**src/design/spm_pkg.sv**
```systemverilog
// ---------------------------------------------------------------------------
// spm_pkg
// Types and codes shared by the sparse polynomial merge block.
// ---------------------------------------------------------------------------
`default_nettype none

package spm_pkg;

  typedef enum logic [1:0] {
    OP_LOAD_A = 2'd0,
    OP_LOAD_B = 2'd1,
    OP_MERGE  = 2'd2
  } op_e;

  typedef enum logic [1:0] {
    ST_IDLE,
    ST_READ,
    ST_CMP
  } st_e;

  // One stored term.
  typedef struct packed {
    logic signed [15:0] coef;
    logic [7:0]         expo;
  } term_t;

  typedef struct packed {
    logic [1:0]         opcode;
    logic signed [15:0] term_coef;
    logic [7:0]         term_exponent;
  } in_req_t;

  typedef struct packed {
    logic signed [16:0] sum_coef;
    logic [7:0]         sum_exponent;
    logic               is_empty;
    logic               truncated;
    logic               last;
  } out_rsp_t;

endpackage

`default_nettype wire

```
**src/design/sparse_polynomial_add_merge.sv**
```systemverilog
// ---------------------------------------------------------------------------
// sparse_polynomial_add_merge
// Adds two sparse polynomials held as descending term lists in two memories.
// ---------------------------------------------------------------------------
//
//   channel | direction | handshake              | payload
//   --------+-----------+------------------------+-----------------------------
//   in      | input     | in_valid_i / in_ready_o | in_req_i (op, coef, exponent)
//   out     | output    | out_valid_o/out_ready_i | out_rsp_o (term, flags)
//
// Flow: a load request is written while idle, and the block stays ready
//   for the next request. A merge request walks the lists in steps of a
//   memory read state and a compare state; ready rises again at its end.
// Reset: clears counts, state and output valid; the list memories are not
//   cleared, entries beyond the counts are never used.
// Stalls: input ready is held low for the whole merge. When the output
//   register is still full, the compare step waits in place; the held term
//   gives the one-term lookahead needed to flag last and truncated.
// ---------------------------------------------------------------------------
`default_nettype none

module sparse_polynomial_add_merge import spm_pkg::*; #(
  parameter int unsigned MAX_TERMS = 16
) (
  input  wire logic    clk_i,
  input  wire logic    rst_ni,
  input  wire logic    in_valid_i,
  output logic         in_ready_o,
  input  wire in_req_t in_req_i,
  output logic         out_valid_o,
  input  wire logic    out_ready_i,
  output out_rsp_t     out_rsp_o
);

  localparam int unsigned AW = $clog2(MAX_TERMS);
  localparam int unsigned CW = $clog2(MAX_TERMS + 1);

  logic          a_we, b_we;
  logic [AW-1:0] a_waddr, a_raddr, b_waddr, b_raddr;
  term_t         a_rdata, b_rdata;
  term_t         load_term;

  // Both lists are written from the same request fields.
  assign load_term.coef = in_req_i.term_coef;
  assign load_term.expo = in_req_i.term_exponent;

  spm_term_mem #(
    .DEPTH (MAX_TERMS),
    .AW    (AW)
  ) u_mem_a (
    .clk_i   (clk_i),
    .we_i    (a_we),
    .waddr_i (a_waddr),
    .wdata_i (load_term),
    .raddr_i (a_raddr),
    .rdata_o (a_rdata)
  );

  spm_term_mem #(
    .DEPTH (MAX_TERMS),
    .AW    (AW)
  ) u_mem_b (
    .clk_i   (clk_i),
    .we_i    (b_we),
    .waddr_i (b_waddr),
    .wdata_i (load_term),
    .raddr_i (b_raddr),
    .rdata_o (b_rdata)
  );

  // Loads happen only while idle and read data is used only during a merge,
  // so a write never lands on an entry whose data is in use that cycle.
  spm_merge_ctrl #(
    .MAX_TERMS (MAX_TERMS),
    .AW        (AW),
    .CW        (CW)
  ) u_ctrl (
    .clk_i         (clk_i),
    .rst_ni        (rst_ni),
    .in_valid_i    (in_valid_i),
    .in_ready_o    (in_ready_o),
    .in_req_i      (in_req_i),
    .out_valid_o   (out_valid_o),
    .out_ready_i   (out_ready_i),
    .out_rsp_o     (out_rsp_o),
    .mem_a_we_o    (a_we),
    .mem_a_waddr_o (a_waddr),
    .mem_a_raddr_o (a_raddr),
    .mem_a_rdata_i (a_rdata),
    .mem_b_we_o    (b_we),
    .mem_b_waddr_o (b_waddr),
    .mem_b_raddr_o (b_raddr),
    .mem_b_rdata_i (b_rdata)
  );

endmodule

`default_nettype wire

```
**src/design/spm_term_mem.sv**
```systemverilog
// ---------------------------------------------------------------------------
// spm_term_mem
// One term list: single write port, one read port with registered data.
// ---------------------------------------------------------------------------
`default_nettype none

module spm_term_mem import spm_pkg::*; #(
  parameter int unsigned DEPTH = 16,
  parameter int unsigned AW    = 4
) (
  input  wire logic          clk_i,
  input  wire logic          we_i,
  input  wire logic [AW-1:0] waddr_i,
  input  wire term_t         wdata_i,
  input  wire logic [AW-1:0] raddr_i,
  output term_t              rdata_o
);

  term_t mem_q [DEPTH];
  term_t rdata_q;

  always_ff @(posedge clk_i) begin
    if (we_i) begin
      mem_q[waddr_i] <= wdata_i;
    end
    rdata_q <= mem_q[raddr_i];
  end

  assign rdata_o = rdata_q;

endmodule

`default_nettype wire

```
**src/design/spm_merge_ctrl.sv**
```systemverilog
// ---------------------------------------------------------------------------
// spm_merge_ctrl
// Load sequencing, head-by-head merge walk and the output register.
// ---------------------------------------------------------------------------
`default_nettype none

module spm_merge_ctrl import spm_pkg::*; #(
  parameter int unsigned MAX_TERMS = 16,
  parameter int unsigned AW        = 4,
  parameter int unsigned CW        = 5
) (
  input  wire logic          clk_i,
  input  wire logic          rst_ni,
  input  wire logic          in_valid_i,
  output logic               in_ready_o,
  input  wire in_req_t       in_req_i,
  output logic               out_valid_o,
  input  wire logic          out_ready_i,
  output out_rsp_t           out_rsp_o,
  output logic               mem_a_we_o,
  output logic [AW-1:0]      mem_a_waddr_o,
  output logic [AW-1:0]      mem_a_raddr_o,
  input  wire term_t         mem_a_rdata_i,
  output logic               mem_b_we_o,
  output logic [AW-1:0]      mem_b_waddr_o,
  output logic [AW-1:0]      mem_b_raddr_o,
  input  wire term_t         mem_b_rdata_i
);

  localparam logic [CW-1:0] CapCnt = CW'(MAX_TERMS);

  st_e             state_q, state_d;
  logic [CW-1:0]   cnt_a_q, cnt_a_d, cnt_b_q, cnt_b_d;
  logic [CW-1:0]   i_q, i_d, j_q, j_d, n_q, n_d;
  logic            pend_vld_q, pend_vld_d;
  logic signed [16:0] pend_coef_q, pend_coef_d;
  logic [7:0]      pend_expo_q, pend_expo_d;
  logic            out_vld_q, out_vld_d;
  out_rsp_t        out_q, out_d;

  logic               a_ok, b_ok, take_a, take_b, slot_free, coef_nz;
  logic signed [16:0] cand_coef;
  logic [7:0]         cand_expo;

  assign mem_a_waddr_o = cnt_a_q[AW-1:0];
  assign mem_b_waddr_o = cnt_b_q[AW-1:0];
  assign mem_a_raddr_o = i_q[AW-1:0];
  assign mem_b_raddr_o = j_q[AW-1:0];

  // Head compare on the registered read data.
  always_comb begin
    a_ok      = (i_q < cnt_a_q);
    b_ok      = (j_q < cnt_b_q);
    take_a    = 1'b0;
    take_b    = 1'b0;
    cand_coef = {mem_b_rdata_i.coef[15], mem_b_rdata_i.coef};
    cand_expo = mem_b_rdata_i.expo;
    if (a_ok && b_ok && (mem_a_rdata_i.expo == mem_b_rdata_i.expo)) begin
      take_a    = 1'b1;
      take_b    = 1'b1;
      cand_coef = {mem_a_rdata_i.coef[15], mem_a_rdata_i.coef}
                + {mem_b_rdata_i.coef[15], mem_b_rdata_i.coef};
      cand_expo = mem_a_rdata_i.expo;
    end else if (!b_ok || (a_ok && (mem_a_rdata_i.expo > mem_b_rdata_i.expo))) begin
      take_a    = 1'b1;
      cand_coef = {mem_a_rdata_i.coef[15], mem_a_rdata_i.coef};
      cand_expo = mem_a_rdata_i.expo;
    end else begin
      take_b    = 1'b1;
    end
  end

  assign coef_nz   = (in_req_i.term_coef != 16'sd0);
  assign slot_free = !out_vld_q || out_ready_i;

  always_comb begin
    state_d     = state_q;
    cnt_a_d     = cnt_a_q;
    cnt_b_d     = cnt_b_q;
    i_d         = i_q;
    j_d         = j_q;
    n_d         = n_q;
    pend_vld_d  = pend_vld_q;
    pend_coef_d = pend_coef_q;
    pend_expo_d = pend_expo_q;
    out_vld_d   = out_vld_q && !out_ready_i;
    out_d       = out_q;
    mem_a_we_o  = 1'b0;
    mem_b_we_o  = 1'b0;
    in_ready_o  = (state_q == ST_IDLE);

    case (state_q)
      ST_IDLE: begin
        if (in_valid_i) begin
          case (op_e'(in_req_i.opcode))
            OP_LOAD_A: begin
              if (coef_nz && (cnt_a_q < CapCnt)) begin
                mem_a_we_o = 1'b1;
                cnt_a_d    = cnt_a_q + 1'b1;
              end
            end
            OP_LOAD_B: begin
              if (coef_nz && (cnt_b_q < CapCnt)) begin
                mem_b_we_o = 1'b1;
                cnt_b_d    = cnt_b_q + 1'b1;
              end
            end
            OP_MERGE: begin
              i_d        = '0;
              j_d        = '0;
              n_d        = '0;
              pend_vld_d = 1'b0;
              state_d    = ST_READ;
            end
            default: ;
          endcase
        end
      end

      ST_READ: state_d = ST_CMP;

      ST_CMP: begin
        if (!a_ok && !b_ok) begin
          // Both lists drained: flush the held term or the empty marker.
          if (slot_free) begin
            out_vld_d          = 1'b1;
            out_d.sum_coef     = pend_vld_q ? pend_coef_q : 17'sd0;
            out_d.sum_exponent = pend_vld_q ? pend_expo_q : 8'd0;
            out_d.is_empty     = !pend_vld_q;
            out_d.truncated    = 1'b0;
            out_d.last         = 1'b1;
            cnt_a_d            = '0;
            cnt_b_d            = '0;
            state_d            = ST_IDLE;
          end
        end else if (cand_coef == 17'sd0) begin
          // Cancelled pair, nothing to emit.
          i_d     = i_q + CW'(take_a);
          j_d     = j_q + CW'(take_b);
          state_d = ST_READ;
        end else if (!pend_vld_q) begin
          pend_vld_d  = 1'b1;
          pend_coef_d = cand_coef;
          pend_expo_d = cand_expo;
          n_d         = CW'(1);
          i_d         = i_q + CW'(take_a);
          j_d         = j_q + CW'(take_b);
          state_d     = ST_READ;
        end else if (slot_free) begin
          out_vld_d          = 1'b1;
          out_d.sum_coef     = pend_coef_q;
          out_d.sum_exponent = pend_expo_q;
          out_d.is_empty     = 1'b0;
          if (n_q == CapCnt) begin
            // Cap reached and another term waits: close out truncated.
            out_d.truncated = 1'b1;
            out_d.last      = 1'b1;
            cnt_a_d         = '0;
            cnt_b_d         = '0;
            state_d         = ST_IDLE;
          end else begin
            out_d.truncated = 1'b0;
            out_d.last      = 1'b0;
            pend_coef_d     = cand_coef;
            pend_expo_d     = cand_expo;
            n_d             = n_q + 1'b1;
            i_d             = i_q + CW'(take_a);
            j_d             = j_q + CW'(take_b);
            state_d         = ST_READ;
          end
        end
      end

      default: state_d = ST_IDLE;
    endcase
  end

  always_ff @(posedge clk_i or negedge rst_ni) begin
    if (!rst_ni) begin
      state_q    <= ST_IDLE;
      cnt_a_q    <= '0;
      cnt_b_q    <= '0;
      i_q        <= '0;
      j_q        <= '0;
      n_q        <= '0;
      pend_vld_q <= 1'b0;
      out_vld_q  <= 1'b0;
    end else begin
      state_q    <= state_d;
      cnt_a_q    <= cnt_a_d;
      cnt_b_q    <= cnt_b_d;
      i_q        <= i_d;
      j_q        <= j_d;
      n_q        <= n_d;
      pend_vld_q <= pend_vld_d;
      out_vld_q  <= out_vld_d;
    end
  end

  always_ff @(posedge clk_i) begin
    pend_coef_q <= pend_coef_d;
    pend_expo_q <= pend_expo_d;
    out_q       <= out_d;
  end

  assign out_valid_o = out_vld_q;
  assign out_rsp_o   = out_q;

endmodule

`default_nettype wire

```
**config.mk**
```make
export PLATFORM = sky130hd
export DESIGN_NAME = sparse_polynomial_add_merge
export DESIGN_NICKNAME = d
export VERILOG_FILES = /design/src/design/spm_pkg.sv /design/src/design/sparse_polynomial_add_merge.sv /design/src/design/spm_term_mem.sv /design/src/design/spm_merge_ctrl.sv
export SDC_FILE = /design/constraint.sdc
export NUM_CORES = 1
export LEC_CHECK = 0
export BUFFER_PORTS_ARGS = -buffer_cell sky130_fd_sc_hd__buf_2
export CELL_PAD_IN_SITES_DETAIL_PLACEMENT = 1
export CELL_PAD_IN_SITES_GLOBAL_PLACEMENT = 2
export CORE_ASPECT_RATIO = 1.1
export CORE_UTILIZATION = 50
export CTS_CLUSTER_SIZE = 28
export DETAILED_ROUTE_END_ITERATION = 8
export GPL_ROUTABILITY_DRIVEN = 0
export PLACE_DENSITY_LB_ADDON = 0.1
export REMOVE_ABC_BUFFERS = 1
export SLEW_MARGIN = 40
export SYNTH_ARGS = -nofsm -noshare
export SYNTH_HDL_FRONTEND = slang
export SYNTH_SLANG_ARGS = --single-unit
```
**constraint.sdc**
```tcl
create_clock -name clk_i -period 7.3 [get_ports clk_i]
set_input_delay 1.46 -clock clk_i [delete_from_list [all_inputs] [get_ports clk_i]]
set_output_delay 1.46 -clock clk_i [all_outputs]
set_load 0.02 [all_outputs]
```
==> run metrics, run 1 <==
status=finished clean; largest net degree at the start of global routing=62; ANT nets after route=0; count of state elements after synthesis=898; Power Dens Cells=366 nW/um2; Final Setup Violations=0; Root Driver=clkbuf_16; CP arrival=5.05 ns; Avg Vias per Cell=6.05; Worst-Skew Late Latency=0.64 ns; CTS tree=done; Die Y=280 um; first-pass GRT wire length=125000 um; worst min-delay path category=flip-flop to flip-flop; Setup WS post-layout=2.58 ns; CTS Hold Bufs=0; Post-Syn Area per Cell=20.8 um2; IO Port Bufs=59; fmax=0.212 GHz; Pins Over Slew Limit=0; most frequent cells in the layout=821 x edfxtp_1, 240 x mux4_2, 90 x clkbuf_16, 65 x nand2_1, 59 x buf_2; Total Wirelength=85100 um; kind of end point of the critical path=flip-flop; Reg2Reg Launch Point=u_ctrl.cnt_a_q[2]; most common cell after layout, fill and taps aside=edfxtp_1; Final Hold Fails=0; Post CTS Setup Buffer Count=0; total congestion overflow=0; I/O pin count=60; DR WL/cell=30.1 um; initial antenna violation count=1; number of global-route vias before repair=18300; Pwr Total=14.8 mW; Placement Setup Slack=2.29 ns; Gate Count Post-Synth=1693; Synth area leader=edfxtp_1; Critical Path RT=7.64 ns; maxcap violations=0; worst-case clock buffer depth=3; initial DRC count=1600; CP Launch Type=flip-flop; Post-CTS Resized=0; Power Internal=10.4 mW; hpwl dp=54700 um; VDD IR max=214 uV; Yosys cell types=74; Antenna Cells=0; final worst-path cycle share=64.6%; # clock sinks=898; crit path max fanout=28; register area share after synthesis=75.0%; worst hold stages=1; H-tree levels=3; gr usage total=24.7%; YS warnings=0; synth top area cells=edfxtp_1 70%, mux4_2 15%, dfxtp_1 2.7%, dfrtp_1 2.1%, ha_1 1.6%; Layout Skew=0.0214 ns; hold path startpoint=u_ctrl.cnt_b_q[4]; Initial Utilization=50.7%; Clk pwr share=31.4%; Core ar.=69300 um2; Die X=255 um; # nets final=1910; reg-to-reg endpoint=u_ctrl.out_rsp_o[6]; Worst Setup Path Type=flip-flop to flip-flop; DIE AREA=71300 um2; sw power=4.43 mW; Num CTS Buffers=88; fin crit period=4.72 ns; P_leak=13.0 nW; RSZ-0062 raised after global routing=no; Vias=17100; post-synth top area share=70.2%; cell row count=101; fill count=5879; predominant post-synthesis flop cell=edfxtp_1; WHS Endpoint=u_ctrl.cnt_b_q[4]; Clock transition at path regs=0.06 ns; Residual DRC=0; Comb pwr share=25.3%; Post-synth EDFFs=821; Slew HR=42.3%; mapped cell area=35100 um2; FF-to-FF setup slack=2.58 ns; 1st-pass router iterations=5; sw frac=30.0%; sequential share of power=43.4%; R2R depth=15; area grow syn2layout=15.0%; proportion of layout cells with a drive suffix above 1=28.8%; ys async rst share=3.23%; Slew @ Worst Pin=0.865 ns
[kinds of logic (layout without fill, tap and decap cells)]
family                   Yosys count  in the layout  share of synthesized area [%]
flip-flops                       898            898                           75.0
multiplexers                     244            244                           15.5
AND/OR/NAND/NOR                  237            237                           3.46
AO/OA/AOI/OAI                    156            156                           3.00
buffers and inverters            100            311                           1.11
adder cells (fa/ha/maj)           47             47                           1.69
XOR/XNOR                          11             11                          0.274
[worst max-delay path: stages, from the launching register on]
cell and delay (ns):
dfrtp_1 0.64, inv_1 0.20, ha_1 0.36, a21o_1 0.17, a31oi_2 0.19, o21ai_2 0.15
a21oi_1 0.21, nor2_1 0.15, buf_4 0.26, a222oi_1 0.45, nand4bb_1 0.22, nor4_4 0.39
nand2_2 0.30, a21oi_1 0.35, nor3b_2 0.08, buf_4 0.28
[power by group through the flow]
stage,clock [mW],sequential [mW],combinational (mW)
final,4.64,6.41,3.73
after global routing,4.89,6.45,4.04
after CTS,4.72,6.42,3.76
after detailed placement,0,6.52,3.73
after global placement,0,6.51,3.65
after floorplan,0,6.60,2.43
[layout make-up]
class	instances	area (um2)	area share, %
Tap cell	927	1160	2.87
Timing Repair Buffer	126	1210	3.00
Clock buffer	119	2400	5.94
Inverter	24	90.1	0.223
Multi-Input combinational cell	695	8660	21.4
Sequential cell	898	26400	65.2
Clock inverter	42	528	1.31
[synthesized netlist by cell type (3+ instances only)]
cell and n:
edfxtp_1 821, mux4_2 240, nand2_1 65, nor2_1 58
clkbuf_1 56, dfxtp_1 48, ha_1 46, a21oi_1 31
nor2b_1 30, dfrtp_1 29, o21ai_0 25, inv_1 24
nor3_1 16, a22oi_1 15, o21ai_1 15, buf_1 14
nand3_1 12, a21o_1 8, nand2b_1 8, and3_1 7
nand4_1 7, nor4_1 7, o31ai_1 7, xor2_1 7
a22o_1 5, o211ai_1 5, a211oi_1 4, and2_1 4
buf_2 4, nand3b_1 4, nor3b_1 4, o21a_1 4
xnor2_1 4, a211o_1 3, o21ai_2 3
[metrics by stage]
step | TNS [ns] | instances | hold slack, ns | util [%] | cell area, um2
6_report | 0 | 2831 | 0.512 | 58.4 | 40400
5_1_grt | 0 | 2831 | 0.519 | 58.4 | 40400
4_1_cts | 0 | 2830 | 0.506 | 58.3 | 40400
3_5_place_dp | 0 | 2669 | 0.488 | 54.1 | 37500
3_3_place_gp | 0 | 2635 | 0.487 | 53.1 | 36800
2_1_floorplan | -30.80 | 1617 | 0.455 | - | 34800
[registers in the layout (all words and copies together) (netlist names), 8 cells and up]
register and flops:
u_mem_a.rdata_o 24, u_mem_b.mem_q 384, u_ctrl.pend_expo_q 8, u_mem_b.rdata_o 24, u_mem_a.mem_q 384, u_ctrl.pend_coef_q 17, u_ctrl.out_rsp_o 28
[routing by layer]
layer / GRT usage [%] / vias to the layer above / routed length [um]
li1: - / 7302 / -
met1: 33.9 / 9230 / 35500
met2: 40.9 / 511 / 42900
met3: 4.66 / 95 / 5000
met4: 6.46 / 0 / 1660
met5: 0 / - / 0
[worst max path at each step]
stage                            startpoint              endpoint  cells past startpoint  slack (ns)
after floorplan               u_ctrl.i_q[0]   u_ctrl.out_rsp_o[0]                     11       -1.10
after global placement          in_req_i[9]   u_mem_a.mem_q[0][5]                      8        2.49
after detailed placement        in_req_i[9]  u_mem_a.mem_q[0][20]                      8        2.29
after CTS                 u_ctrl.cnt_a_q[2]  u_ctrl.out_rsp_o[15]                     15        2.58
after global routing      u_ctrl.cnt_a_q[2]  u_ctrl.out_rsp_o[12]                     15        2.24
final                     u_ctrl.cnt_a_q[2]   u_ctrl.out_rsp_o[6]                     15        2.58
Note: power is estimated with default switching activity, not from simulation.
==> run 2, diff against run 1 <==
--- a/config.mk
+++ b/config.mk
@@ -5,11 +5,12 @@
 export SDC_FILE = /design/constraint.sdc
 export NUM_CORES = 1
 export LEC_CHECK = 0
+export ABC_AREA = 1
 export BUFFER_PORTS_ARGS = -buffer_cell sky130_fd_sc_hd__buf_2
 export CELL_PAD_IN_SITES_DETAIL_PLACEMENT = 1
 export CELL_PAD_IN_SITES_GLOBAL_PLACEMENT = 2
 export CORE_ASPECT_RATIO = 1.1
-export CORE_UTILIZATION = 50
+export CORE_UTILIZATION = 45
 export CTS_CLUSTER_SIZE = 28
 export DETAILED_ROUTE_END_ITERATION = 8
 export GPL_ROUTABILITY_DRIVEN = 0
==> constraint.sdc (replaced) <==
create_clock -name clk_i -period 4.4 [get_ports clk_i]
set_input_delay 0.88 -clock clk_i [delete_from_list [all_inputs] [get_ports clk_i]]
set_output_delay 0.88 -clock clk_i [all_outputs]
set_load 0.02 [all_outputs]
==> run 2 against run 1 <==
Effect of this change: clock skew down 0.0029 ns; critical endpoint is now u_ctrl.i_q[4]; largest power group unchanged; flip-flop and latch count did not move; synthesized cell count grew 60%; global-route usage is 0.82 points higher.
==> run metrics, run 2 <==
Residual DRC=0 (unchanged); Clk pwr share=34.9% (+3.5 points); Layout Skew=0.0185 ns (-0.00285 ns); critical path's largest stage delay=0.46 ns (-0.18 ns); Critical-path top delay cell=dfrtp_1; cell mode on critical path=nand2_1; synth top area cells=edfxtp_1 68%, nor2_1 4.1%, mux2i_1 3.9%, o221ai_1 3.5%, o21ai_0 3.3%; RSZ-0062 raised after global routing=no; YS warnings=0 (unchanged); fin crit period=3.77 ns (-0.946 ns); CTS Hold Bufs=0 (unchanged); Finished Layout Cells=3929 (+39%); Worst-Skew Late Latency=0.66 ns (+0.02 ns); count of state elements after synthesis=898 (unchanged); DR WL/cell=26.5 um (-12%); area grow syn2layout=15.6%; Die X=273 um (+7.2%); Pins Over Slew Limit=0 (unchanged); I/O pin count=60 (unchanged); most frequent cells in the layout=821 x edfxtp_1, 370 x nor2_1, 255 x nand2_1, 237 x o21ai_0, 144 x o221ai_1; 1st-pass router iterations=5 (unchanged); initial antenna violation count=1 (unchanged); Post CTS Setup Buffer Count=0 (unchanged); initial DRC count=1904 (+19%); Worst Setup Path Type=flip-flop to flip-flop; crit path cell chain=inv_1 > ha_1 > nand2_1 > nand2_1 > nand2_1 > nand2_1 > nor2_8 > nand3_4 > inv_4 > nor2_1 > buf_4 > nand2_1 > nand2_1 > nor2_1 > nand2_1 > nor2_4 > nand3_4 > nand3_1 > buf_4 > nand3_1 > nand2_1 > nand2_1; maxcap violations=0 (unchanged); final worst-path cycle share=85.7% (+21 points); top-count cell post-synth=edfxtp_1; Initial Utilization=45.4% (-5.4 points); reg-to-reg endpoint=u_ctrl.i_q[4]; fmax=0.265 GHz (+25%); Avg Vias per Cell=5.76 (-4.9%); FF-to-FF setup slack=0.63 ns (-1.95 ns); ys async rst share=3.23% (unchanged); kind of end point of the critical path=flip-flop; top cells by count, synth=821 x edfxtp_1, 401 x nor2_1, 255 x nand2_1; Final Setup Violations=0 (unchanged); Core ar.=80200 um2 (+16%); sequential share of power=43.2% (-0.2 points); R2R depth=22 (+7); gr usage total=25.5% (+0.82 points); final core utilization=52.5% (-5.9 points); worst-case clock buffer depth=3 (unchanged); Power Internal=16.4 mW (+58%); mapped cell area=36400 um2 (+3.5%); Die Y=300 um (+7.2%); CTS tree=done; Gate Count Post-Synth=2709 (+60%); Power Dens Cells=564 nW/um2 (+54%); Setup WS post-layout=0.630 ns (-1.95 ns); Root Driver=clkbuf_16; placed cell count=3749 (+40%); P_leak=14.1 nW (+8.8%); multi-input logic area=9210 um2 (+6.3%); sw power=7.36 mW (+66%); worst min-delay path category=input port to asynchronous set/reset pin; CP Launch Type=flip-flop; crit path max fanout=19 (-32%); Pwr Total=23.7 mW (+61%); Vias=22600 (+32%); family with the most delay on the worst path=simple AND/OR/NAND/NOR gates; # clock sinks=898 (unchanged); Clock transition at path regs=0.06 ns (about the same); Reg area=26400 um2 (about the same); number of global-route vias before repair=23600 (+29%); Slew @ Worst Pin=0.835 ns (-0.0306 ns); CP arrival=4.30 ns (-0.75 ns); Post-CTS Resized=0 (unchanged); # nets final=2873 (+50%); cell row count=109 (+7.9%); ANT nets after route=0 (unchanged); IO Port Bufs=59 (unchanged); proportion of layout cells with a drive suffix above 1=12.6% (-16 points); total congestion overflow=0 (unchanged); DIE AREA=82000 um2 (+15%); CP bufs+invs=4 (+1); first-pass GRT wire length=154000 um (+23%); largest net degree at the start of global routing=115 (+85%); Post-synth EDFFs=821 (unchanged); Placement Setup Slack=0.637 ns (-1.65 ns); register area share after synthesis=72.4% (-2.6 points); Comb pwr share=22.0% (-3.3 points); status=finished clean; predominant post-synthesis flop cell=edfxtp_1; post-synth top area share=67.8% (-2.4 points); Antenna Cells=0 (unchanged); Critical Path RT=4.93 ns (-2.71 ns); Final Hold Fails=0 (unchanged); Yosys cell types=48 (-35%); H-tree levels=3 (unchanged); Total Wirelength=104000 um (+22%); Num CTS Buffers=93 (+5.7%); VDD IR max=345 uV (+62%); WHS=0.176 ns (-0.336 ns); hpwl dp=65000 um (+19%); sw frac=31.0% (+1.0 points); most common cell after layout, fill and taps aside=edfxtp_1; Reg2Reg Launch Point=u_ctrl.cnt_b_q[2]; Slew HR=44.2% (+1.9 points); Synth area leader=edfxtp_1; Post-Syn Area per Cell=13.4 um2 (-35%); fill count=7869 (+34%)
-- run 2: how the worst max path moves through the flow --
stage,from,endpoint,slack (ns),cells past startpoint
floorplan,u_ctrl.i_q[0],u_ctrl.out_rsp_o[0],-3.90,16
global placement,in_req_i[20],u_mem_a.mem_q[8][21],-0.02,9
detailed placement,in_req_i[20],u_mem_a.mem_q[1][20],0.64,10
CTS,u_ctrl.cnt_b_q[2],u_ctrl.i_q[4],0.67,22
global route,u_ctrl.cnt_b_q[2],u_ctrl.i_q[1],0.29,22
finish,u_ctrl.cnt_b_q[2],u_ctrl.i_q[4],0.63,22
-- run 2: worst reg2reg max path, stage by stage (launching register included) --
cell and delay (ns):
dfrtp_1 0.46, inv_1 0.12, ha_1 0.33, nand2_1 0.09
nand2_1 0.05, nand2_1 0.05, nand2_1 0.11, nor2_8 0.31
nand3_4 0.17, inv_4 0.13, nor2_1 0.06, buf_4 0.15
nand2_1 0.05, nand2_1 0.06, nor2_1 0.16, nand2_1 0.11
nor2_4 0.14, nand3_4 0.12, nand3_1 0.10, buf_4 0.20
nand3_1 0.40, nand2_1 0.20, nand2_1 0.06
-- run 2: per-stage QoR --
| stage | area, um2 | setup TNS (ns) |
|---|---|---|
| final | 42100 | 0 |
| after global routing | 42100 | 0 |
| after CTS | 41900 | 0 |
| after detailed placement | 38700 | 0 |
| after global placement | 38000 | -2.87 |
| after floorplan | 35800 | -485.20 |
-- run 2: power groups by stage --
| stage | Clock, mW | Sequential [mW] | Combinational [mW] |
|---|---|---|---|
| floorplan | 0 | 10.6 | 3.12 |
| global placement | 0 | 10.4 | 5.04 |
| detailed placement | 0 | 10.4 | 5.20 |
| CTS | 8.40 | 10.3 | 5.24 |
| global route | 8.69 | 10.3 | 5.79 |
| finish | 8.28 | 10.3 | 5.22 |
-- run 2: logic make-up (layout without fill, tap and decap cells) --
family	after synthesis	after routing	synth area share, %
AOI/OAI and AO/OA	504	504	9.20
xor gates and xnor gates	11	11	0.265
adders and majority gates	47	47	1.64
buffers and inverters	276	442	3.01
DFF	898	898	72.4
muxes	143	143	3.93
and+or+nand+nor	830	830	9.56
-- run 2: layer usage --
layer	track usage, %	routed length (um)
met5	0	0
met4	8.26	2900
met3	2.62	4070
met2	42.9	51100
met1	34.9	46000
-- run 2: layout make-up --
class | instances | share of cell area (%)
clock buffer | 121 | 6.13
clock inverter | 53 | 1.52
inverter | 122 | 1.12
multi-input combinational | 1535 | 21.9
sequential | 898 | 62.6
tap | 1054 | 3.13
timing repair buffer | 146 | 3.58
